==> config.mk <==
export PLATFORM = sky130hd
export DESIGN_NAME = temp_sensor_window_average
export DESIGN_NICKNAME = d
export VERILOG_FILES = /design/src/hw/rtl/tswa_pkg.sv /design/src/hw/rtl/tswa_front.sv /design/src/hw/rtl/tswa_queue.sv /design/src/hw/rtl/tswa_back.sv /design/src/hw/rtl/temp_sensor_window_average.sv
export SDC_FILE = /design/constraint.sdc
export NUM_CORES = 1
export LEC_CHECK = 0
export BUFFER_PORTS_ARGS = -buffer_cell sky130_fd_sc_hd__buf_4
export CAP_MARGIN = 5
export CELL_PAD_IN_SITES_DETAIL_PLACEMENT = 1
export CELL_PAD_IN_SITES_GLOBAL_PLACEMENT = 1
export CORE_MARGIN = 2
export CORE_UTILIZATION = 54
export CTS_CLUSTER_DIAMETER = 30
export CTS_CLUSTER_SIZE = 8
export DETAILED_ROUTE_END_ITERATION = 10
export PLACE_DENSITY = 0.89
export SETUP_SLACK_MARGIN = 0.1
export SLEW_MARGIN = 20
export SYNTH_ARGS = -nofsm -noshare
export SYNTH_HDL_FRONTEND = slang
export SYNTH_HIERARCHICAL = 1
export SYNTH_SLANG_ARGS = --single-unit
==> constraint.sdc <==
create_clock -name i_clk -period 5.7 [get_ports i_clk]
set_input_delay 0.285 -clock i_clk [delete_from_list [all_inputs] [get_ports i_clk]]
set_output_delay 0.285 -clock i_clk [all_outputs]
set_load 0.03 [all_outputs]
==> src/hw/rtl/tswa_pkg.sv <==
// Shared types, constants and state encodings for the temperature window average block.
package tswa_pkg;

    localparam int MAX_WINDOW_DEFAULT = 16;
    localparam int MAX_WINDOW_LIMIT   = 64;

    localparam int CFG_W       = 5;
    localparam logic [CFG_W-1:0] WINDOW_RESET = 5'd3;

    localparam int BYTE_W      = 8;
    localparam int STATUS_BITS = 3;
    localparam int RAW_W       = 2 * BYTE_W - STATUS_BITS;
    localparam int TENTHS_W    = 13;
    localparam int DEGREES_W   = 9;
    localparam int DIGIT_W     = 4;

    // Command fields are sized for the largest supported window.
    localparam int CMD_SLOT_W  = $clog2(MAX_WINDOW_LIMIT);
    localparam int CMD_WIN_W   = $clog2(MAX_WINDOW_LIMIT + 1);

    localparam int QUEUE_DEPTH = 2;
    localparam int QUEUE_PTR_W = $clog2(QUEUE_DEPTH);

    // floor(x * 6554 / 2^16) equals floor(x / 10) for every x below 5120.
    localparam int RECIP_SHIFT = 16;
    localparam logic [TENTHS_W-1:0] RECIP10 = 13'd6554;
    localparam int PROD_W      = 2 * TENTHS_W;

    typedef struct packed {
        logic [BYTE_W-1:0] high_byte;
        logic [BYTE_W-1:0] low_byte;
    } t_in_word;

    typedef struct packed {
        logic [TENTHS_W-1:0]  average_tenths;
        logic [DEGREES_W-1:0] whole_degrees;
        logic [DIGIT_W-1:0]   tenths_digit;
    } t_out_word;

    typedef struct packed {
        logic [TENTHS_W-1:0]   tenths;
        logic [CMD_SLOT_W-1:0] slot;
        logic [CMD_WIN_W-1:0]  window;
        logic                  emit;
    } t_cmd;

    typedef enum logic [1:0] {
        BK_IDLE,
        BK_SUM,
        BK_DIV,
        BK_DIGITS
    } t_back_state;

endpackage

==> src/hw/rtl/tswa_front.sv <==
// Front end: accepts readings, converts to tenths, tracks write slot and fill state.
module tswa_front #(
    parameter int MAX_WINDOW = tswa_pkg::MAX_WINDOW_DEFAULT
) (
    input  logic                       i_clk,
    input  logic                       i_rst_n,
    input  logic                       i_cfg_we,
    input  logic [tswa_pkg::CFG_W-1:0] i_cfg_wdata,
    input  logic                       i_in_valid,
    output logic                       o_in_ready,
    input  tswa_pkg::t_in_word         i_in_word,
    input  logic                       i_q_full,
    output logic                       o_push,
    output tswa_pkg::t_cmd             o_cmd
);
    import tswa_pkg::*;

    localparam int SLOT_W = (MAX_WINDOW > 1) ? $clog2(MAX_WINDOW) : 1;
    localparam int WIN_W  = $clog2(MAX_WINDOW + 1);

    logic [CFG_W-1:0]  r_window_length;
    logic [SLOT_W-1:0] r_slot;
    logic [SLOT_W-1:0] n_slot;
    logic              r_filled;
    logic              n_filled;

    logic [WIN_W-1:0]  win;
    logic [WIN_W-1:0]  slot_inc;
    logic [RAW_W-1:0]  raw;
    logic [15:0]       raw_x5;
    logic              wrap;
    logic              accept;

    // Zero acts as one, anything above the store depth as the full depth.
    always_comb begin
        if (r_window_length == '0) begin
            win = WIN_W'(1);
        end else if (32'(r_window_length) > MAX_WINDOW) begin
            win = WIN_W'(MAX_WINDOW);
        end else begin
            win = WIN_W'(r_window_length);
        end
    end

    assign raw      = {i_in_word.high_byte, i_in_word.low_byte[BYTE_W-1:STATUS_BITS]};
    assign raw_x5   = 16'({raw, 2'b00}) + 16'(raw);
    assign slot_inc = WIN_W'(r_slot) + WIN_W'(1);
    assign wrap     = (slot_inc >= win);

    assign o_in_ready = !i_q_full;
    assign accept     = i_in_valid && !i_q_full;
    assign o_push     = accept;

    always_comb begin
        o_cmd.tenths = raw_x5[15:3];
        o_cmd.slot   = CMD_SLOT_W'(r_slot);
        o_cmd.window = CMD_WIN_W'(win);
        o_cmd.emit   = r_filled || wrap;
    end

    always_comb begin
        n_slot   = r_slot;
        n_filled = r_filled;
        if (accept) begin
            if (wrap) begin
                n_slot   = '0;
                n_filled = 1'b1;
            end else begin
                n_slot = slot_inc[SLOT_W-1:0];
            end
        end
    end

    always_ff @(posedge i_clk) begin
        if (!i_rst_n) begin
            r_window_length <= WINDOW_RESET;
            r_slot          <= '0;
            r_filled        <= 1'b0;
        end else begin
            if (i_cfg_we) begin
                r_window_length <= i_cfg_wdata;
            end
            r_slot   <= n_slot;
            r_filled <= n_filled;
        end
    end

endmodule

==> src/hw/rtl/tswa_queue.sv <==
// Short command queue between the front end and the averaging back end.
module tswa_queue (
    input  logic           i_clk,
    input  logic           i_rst_n,
    input  logic           i_push,
    input  tswa_pkg::t_cmd i_cmd,
    output logic           o_full,
    output logic           o_valid,
    output tswa_pkg::t_cmd o_cmd,
    input  logic           i_pop
);
    import tswa_pkg::*;

    t_cmd                 r_slots [QUEUE_DEPTH];
    logic [QUEUE_PTR_W-1:0] r_wr_ptr;
    logic [QUEUE_PTR_W-1:0] r_rd_ptr;
    logic [QUEUE_PTR_W:0]   r_count;
    logic                   do_push;
    logic                   do_pop;

    assign o_full  = (r_count == (QUEUE_PTR_W + 1)'(QUEUE_DEPTH));
    assign o_valid = (r_count != '0);
    assign o_cmd   = r_slots[r_rd_ptr];
    assign do_push = i_push && !o_full;
    assign do_pop  = i_pop && o_valid;

    always_ff @(posedge i_clk) begin
        if (do_push) begin
            r_slots[r_wr_ptr] <= i_cmd;
        end
    end

    always_ff @(posedge i_clk) begin
        if (!i_rst_n) begin
            r_wr_ptr <= '0;
            r_rd_ptr <= '0;
            r_count  <= '0;
        end else begin
            if (do_push) begin
                r_wr_ptr <= r_wr_ptr + QUEUE_PTR_W'(1);
            end
            if (do_pop) begin
                r_rd_ptr <= r_rd_ptr + QUEUE_PTR_W'(1);
            end
            case ({do_push, do_pop})
                2'b10:   r_count <= r_count + (QUEUE_PTR_W + 1)'(1);
                2'b01:   r_count <= r_count - (QUEUE_PTR_W + 1)'(1);
                default: r_count <= r_count;
            endcase
        end
    end

endmodule

==> src/hw/rtl/tswa_back.sv <==
// Back end: sample store, windowed sum, serial divide, digit split and output register.
module tswa_back #(
    parameter int MAX_WINDOW = tswa_pkg::MAX_WINDOW_DEFAULT
) (
    input  logic                i_clk,
    input  logic                i_rst_n,
    input  logic                i_cmd_valid,
    input  tswa_pkg::t_cmd      i_cmd,
    output logic                o_cmd_pop,
    output logic                o_out_valid,
    input  logic                i_out_ready,
    output tswa_pkg::t_out_word o_out_word
);
    import tswa_pkg::*;

    localparam int SLOT_W = (MAX_WINDOW > 1) ? $clog2(MAX_WINDOW) : 1;
    localparam int WIN_W  = $clog2(MAX_WINDOW + 1);
    localparam int SUM_W  = TENTHS_W + $clog2(MAX_WINDOW);
    localparam int STEP_W = $clog2(SUM_W + 1);

    // Sample store; an entry not yet written reads as zero.
    logic [TENTHS_W-1:0]   r_mem [MAX_WINDOW];
    logic [MAX_WINDOW-1:0] r_valid_bits;
    logic [TENTHS_W-1:0]   r_rd_data;
    logic                  r_rd_vld;

    t_back_state        r_state, n_state;
    logic [WIN_W-1:0]   r_win, n_win;
    logic [WIN_W-1:0]   r_cnt, n_cnt;
    logic [SUM_W-1:0]   r_acc, n_acc;
    logic [WIN_W-1:0]   r_rem, n_rem;
    logic [SUM_W-1:0]   r_quo, n_quo;
    logic [STEP_W-1:0]  r_step, n_step;
    logic               r_out_valid, n_out_valid;
    t_out_word          r_out_word, n_out_word;

    logic               wr_en;
    logic [SLOT_W-1:0]  wr_addr;
    logic               rd_en;
    logic [SLOT_W-1:0]  rd_addr;
    logic [WIN_W:0]     trial;
    logic [WIN_W:0]     trial_diff;
    logic [TENTHS_W-1:0] avg;
    logic [PROD_W-1:0]  prod;
    logic [DEGREES_W-1:0] whole;
    logic [TENTHS_W-1:0] whole_x10;
    logic [TENTHS_W-1:0] digit_full;

    assign wr_en   = (r_state == BK_IDLE) && i_cmd_valid;
    assign wr_addr = i_cmd.slot[SLOT_W-1:0];
    assign rd_en   = (r_state == BK_SUM) && (r_cnt < r_win);
    assign rd_addr = r_cnt[SLOT_W-1:0];

    always_ff @(posedge i_clk) begin
        if (wr_en) begin
            r_mem[wr_addr] <= i_cmd.tenths;
        end
        if (rd_en) begin
            r_rd_data <= r_valid_bits[rd_addr] ? r_mem[rd_addr] : '0;
        end
    end

    always_ff @(posedge i_clk) begin
        if (!i_rst_n) begin
            r_valid_bits <= '0;
            r_rd_vld     <= 1'b0;
        end else begin
            if (wr_en) begin
                r_valid_bits[wr_addr] <= 1'b1;
            end
            r_rd_vld <= rd_en;
        end
    end

    // One restoring divide step per cycle.
    assign trial      = {r_rem, r_quo[SUM_W-1]};
    assign trial_diff = trial - {1'b0, r_win};

    assign avg        = r_quo[TENTHS_W-1:0];
    assign prod       = PROD_W'(avg) * PROD_W'(RECIP10);
    assign whole      = prod[RECIP_SHIFT +: DEGREES_W];
    assign whole_x10  = TENTHS_W'({whole, 3'b000}) + TENTHS_W'({whole, 1'b0});
    assign digit_full = avg - whole_x10;

    always_comb begin
        n_state     = r_state;
        n_win       = r_win;
        n_cnt       = r_cnt;
        n_acc       = r_acc;
        n_rem       = r_rem;
        n_quo       = r_quo;
        n_step      = r_step;
        n_out_valid = r_out_valid;
        n_out_word  = r_out_word;
        o_cmd_pop   = 1'b0;

        if (r_out_valid && i_out_ready) begin
            n_out_valid = 1'b0;
        end

        case (r_state)
            BK_IDLE: begin
                o_cmd_pop = i_cmd_valid;
                if (i_cmd_valid && i_cmd.emit) begin
                    n_win   = i_cmd.window[WIN_W-1:0];
                    n_cnt   = '0;
                    n_acc   = '0;
                    n_state = BK_SUM;
                end
            end
            BK_SUM: begin
                if (rd_en) begin
                    n_cnt = r_cnt + WIN_W'(1);
                end
                if (r_rd_vld) begin
                    n_acc = r_acc + SUM_W'(r_rd_data);
                end
                if ((r_cnt == r_win) && !r_rd_vld) begin
                    n_quo   = r_acc;
                    n_rem   = '0;
                    n_step  = '0;
                    n_state = BK_DIV;
                end
            end
            BK_DIV: begin
                if (!trial_diff[WIN_W]) begin
                    n_rem = trial_diff[WIN_W-1:0];
                    n_quo = {r_quo[SUM_W-2:0], 1'b1};
                end else begin
                    n_rem = trial[WIN_W-1:0];
                    n_quo = {r_quo[SUM_W-2:0], 1'b0};
                end
                n_step = r_step + STEP_W'(1);
                if (r_step == STEP_W'(SUM_W - 1)) begin
                    n_state = BK_DIGITS;
                end
            end
            BK_DIGITS: begin
                // Hold until the output register is free.
                if (!r_out_valid || i_out_ready) begin
                    n_out_valid               = 1'b1;
                    n_out_word.average_tenths = avg;
                    n_out_word.whole_degrees  = whole;
                    n_out_word.tenths_digit   = digit_full[DIGIT_W-1:0];
                    n_state                   = BK_IDLE;
                end
            end
            default: begin
                n_state = BK_IDLE;
            end
        endcase
    end

    always_ff @(posedge i_clk) begin
        if (!i_rst_n) begin
            r_state     <= BK_IDLE;
            r_out_valid <= 1'b0;
        end else begin
            r_state     <= n_state;
            r_out_valid <= n_out_valid;
        end
    end

    always_ff @(posedge i_clk) begin
        r_win      <= n_win;
        r_cnt      <= n_cnt;
        r_acc      <= n_acc;
        r_rem      <= n_rem;
        r_quo      <= n_quo;
        r_step     <= n_step;
        r_out_word <= n_out_word;
    end

    assign o_out_valid = r_out_valid;
    assign o_out_word  = r_out_word;

    a_digits_match: assert property (@(posedge i_clk) disable iff (!i_rst_n)
        r_out_valid |-> (TENTHS_W'(r_out_word.whole_degrees) * TENTHS_W'(10)
                         + TENTHS_W'(r_out_word.tenths_digit)) == r_out_word.average_tenths)
        else $error("whole degrees and tenths digit do not rebuild the average");

    a_avg_range: assert property (@(posedge i_clk) disable iff (!i_rst_n)
        r_out_valid |-> (r_out_word.average_tenths <= TENTHS_W'(5119)))
        else $error("average above the largest reading");

    a_sum_bound: assert property (@(posedge i_clk) disable iff (!i_rst_n)
        (r_state == BK_SUM) |-> (r_cnt <= r_win))
        else $error("store read beyond the window");

    a_load_from_digits: assert property (@(posedge i_clk) disable iff (!i_rst_n)
        $rose(r_out_valid) |-> ($past(r_state) == BK_DIGITS))
        else $error("result loaded outside the digit step");

    a_no_pop_busy: assert property (@(posedge i_clk) disable iff (!i_rst_n)
        (r_state != BK_IDLE) |-> !wr_en)
        else $error("store written while a window sum is in progress");

endmodule

==> src/hw/rtl/temp_sensor_window_average.sv <==
// Moving average of two-byte temperature readings in tenths of a degree. Each accepted word
// is converted and queued (two deep); the back end takes it from the queue when idle and
// stores it as it takes it. Once the window has filled, each reading also yields a result:
// the sum reads one store entry per cycle and then drains the read register, and the
// divider retires one quotient bit per cycle. Readings before the window fills are only
// stored and give no result. The store needs no clearing pass after reset: per-entry valid
// bits make it read as zero.
module temp_sensor_window_average #(
    parameter int MAX_WINDOW = tswa_pkg::MAX_WINDOW_DEFAULT
) (
    input  logic                       i_clk,
    input  logic                       i_rst_n,
    input  logic                       i_cfg_we,
    input  logic [tswa_pkg::CFG_W-1:0] i_cfg_wdata,
    input  logic                       i_in_valid,
    output logic                       o_in_ready,
    input  tswa_pkg::t_in_word         i_in_word,
    output logic                       o_out_valid,
    input  logic                       i_out_ready,
    output tswa_pkg::t_out_word        o_out_word
);
    import tswa_pkg::*;

    logic q_full;
    logic q_push;
    logic q_valid;
    logic q_pop;
    t_cmd front_cmd;
    t_cmd back_cmd;

    tswa_front #(
        .MAX_WINDOW (MAX_WINDOW)
    ) u_front (
        .i_clk       (i_clk),
        .i_rst_n     (i_rst_n),
        .i_cfg_we    (i_cfg_we),
        .i_cfg_wdata (i_cfg_wdata),
        .i_in_valid  (i_in_valid),
        .o_in_ready  (o_in_ready),
        .i_in_word   (i_in_word),
        .i_q_full    (q_full),
        .o_push      (q_push),
        .o_cmd       (front_cmd)
    );

    tswa_queue u_queue (
        .i_clk   (i_clk),
        .i_rst_n (i_rst_n),
        .i_push  (q_push),
        .i_cmd   (front_cmd),
        .o_full  (q_full),
        .o_valid (q_valid),
        .o_cmd   (back_cmd),
        .i_pop   (q_pop)
    );

    tswa_back #(
        .MAX_WINDOW (MAX_WINDOW)
    ) u_back (
        .i_clk       (i_clk),
        .i_rst_n     (i_rst_n),
        .i_cmd_valid (q_valid),
        .i_cmd       (back_cmd),
        .o_cmd_pop   (q_pop),
        .o_out_valid (o_out_valid),
        .i_out_ready (i_out_ready),
        .o_out_word  (o_out_word)
    );

endmodule

==> impl_metrics.tcl <==
set metrics [dict create \
    status "finished, final reports clean" \
    cts.path.max_buffers 3 \
    placedCellCount 1753 \
    dieArea_um2 36700 \
    route.detailed.drc 0 \
    coreArea_um2 34600 \
    syn-num-nets 1470 \
    cts.htree.levels 3 \
    fp.dieH_um 192 \
    die_x_um 192 \
    num_rows 68 \
    gp_congestion 0.845 \
    grt_max_degree 37 \
    endpoint_kind "flip-flop" \
    max_slew_margin_pct 18.2 \
    hold_class "input pin to flip-flop" \
    grt_pass1_vias 13600 \
    routed_wirelength_um 58200 \
    ys_warn_count 6 \
    grt_pass1_wl_um 86300 \
    p_leak_uw 0.00903 \
    grt_usage_pct 32.7 \
    clock_skew_ps 36.9 \
    postRouteAntennaNets 0 \
    ir_worst_vdd_mv 1.49 \
    syn-mean-instance-area_um2 15.1 \
    crit_arrival_ps 5960 \
    p_total_uw 17900 \
    dpl.hpwl_um 29900 \
    slew_violations 0 \
    drt_iter0_drc 1029 \
    start_kind "flip-flop" \
    maxCapViolations 0 \
    path_class "flip-flop to flip-flop" \
    crit_fanout 5 \
    layout_worst_path_cycle_share_pct 98.9 \
    fillers 3012 \
    vias 12000 \
    pin_count 54 \
    firstDrtPassIters 7 \
    path_clk_slew_ps 50 \
    setup_viol 0 \
    root_buffer "clkbuf_16" \
    fin_ws_ps 64.2 \
    numPortBuffers 50 \
    pre_cts_slack_ps -23.6 \
    tightest_slew_ps 1220 \
    fin_crit_ps 5640 \
    drive_gt1_share_pct 25.7 \
    start_util_pct 54.9 \
    crit_required_ps 6030 \
    final_hold_viol_count 0 \
    cts_buffers 83 \
    finalNonFillerCells 1930 \
    cts.sinks 382 \
    powerDensity_nw_per_um2 767 \
    wl_per_cell_um 30.2 \
    syn_area_um2 19000 \
    cts_tree "done" \
    antenna_cells 0 \
    syn_to_final_growth_pct 23.0 \
    antenna_found_initial 2 \
    clk_latency_ps 610 \
    viasPerCell 6.20 \
    timing.fmax_mhz 177 \
    syn_inst 1261 \
    nNetsFinal 1620 \
    grt.overflow.total 0 \
]
worst max-delay path: stages, from the launching register on:
cell and delay, ps:
edfxtp_1 560, buf_4 180, ha_2 180, xor2_2 200, ha_2 340, fa_1 480, fa_1 550, inv_1 60
fa_1 530, inv_1 50, ha_1 300, nand4_1 180, nor4_4 380, nor3_2 120, nor2b_1 140, nor2_1 70
xnor2_1 280, ha_1 330, nand2_2 100, a21oi_2 70, a31oi_2 180, xnor2_1 90
cells in the final DEF, fill, tap and decap left out, types with 18 or more instances in the layout:
| cell | n |
|---|---|
| a21oi_1 | 25 |
| buf_4 | 84 |
| clkbuf_16 | 86 |
| dfxtp_1 | 34 |
| edfxtp_1 | 347 |
| fa_1 | 45 |
| ha_1 | 127 |
| inv_1 | 126 |
| mux2_2 | 41 |
| mux4_2 | 64 |
| nand2_1 | 41 |
| nand3_1 | 20 |
| nor2_1 | 70 |
| nor2b_1 | 32 |
| o21ai_0 | 21 |
| xnor2_1 | 29 |
| xor2_1 | 18 |
report_power, final:
| group | total [uW] | leakage [uW] | internal, uW | switching (uW) |
|---|---|---|---|---|
| combinational | 8380 | 0.00417 | 3590 | 4790 |
| clock | 5120 | 0.00140 | 3440 | 1680 |
| sequential | 4440 | 0.00345 | 4080 | 362 |
layer usage:
layer	global-route usage (%)	share of wire [%]
met1	36.7	36
met2	58.9	54
met5	0	0.022
met3	6.17	5.3
met4	17.4	5.0
final timing paths:
kind | from | end | slack [ps] | depth (start not counted)
max | u_back/r_quo[1]$_DFFE_PP_ | u_back/o_out_word[3]$_DFFE_PP_ | 60 | 21
min | i_cfg_we | u_front/r_window_length[4]$_SDFFE_PN0P_ | 50 | 3
max reg2reg | u_back/r_quo[1]$_DFFE_PP_ | u_back/o_out_word[3]$_DFFE_PP_ | 60 | 21
min reg2reg | u_back/r_valid_bits[13]$_SDFFE_PN0P_ | u_back/r_valid_bits[13]$_SDFFE_PN0P_ | 490 | 1
state kept, by name, indices dropped and copies added (netlist names), 13 cells and up, named ones only:
name,cells
u_back/r_rd_data,13
u_back/r_acc,17
u_back/o_out_word,26
u_back/r_quo,17
u_back/r_valid_bits,16
u_queue/r_slots,46
u_back/r_mem,208
repair_timing:
item / 4_1_cts / 5_1_grt
endpoints found under the setup margin: 1 / 5
hold endpoints to repair: 5 / 0
pin swaps: 4 / 24
gates cloned: 0 / 0
setup buffers: 4 / 12
hold buffers: 9 / 0
gates resized for setup: 5 / 25
layout make-up:
type / instances / area (um^2) / share of cell area [%]
clock buffer: 97 / 2200 / 9.43
clock inverter: 52 / 711 / 3.04
inverter: 134 / 503 / 2.15
multi-input combinational: 713 / 7470 / 32.0
sequential: 382 / 11100 / 47.6
tap: 455 / 569 / 2.44
timing repair buffer: 97 / 790 / 3.38
per-stage QoR:
step                setup TNS, ps  hold slack [ps]  cell area, um^2  util (%)
CTS                             0             28.4            23000      66.5
global route                 -167             43.4            23400      67.5
floorplan                       0              347            19000         -
finish                          0             49.4            23400      67.5
detailed placement          -23.6              456            20000      57.7
global placement                0              439            20000      57.7
Power figures use the tool's default switching activity.
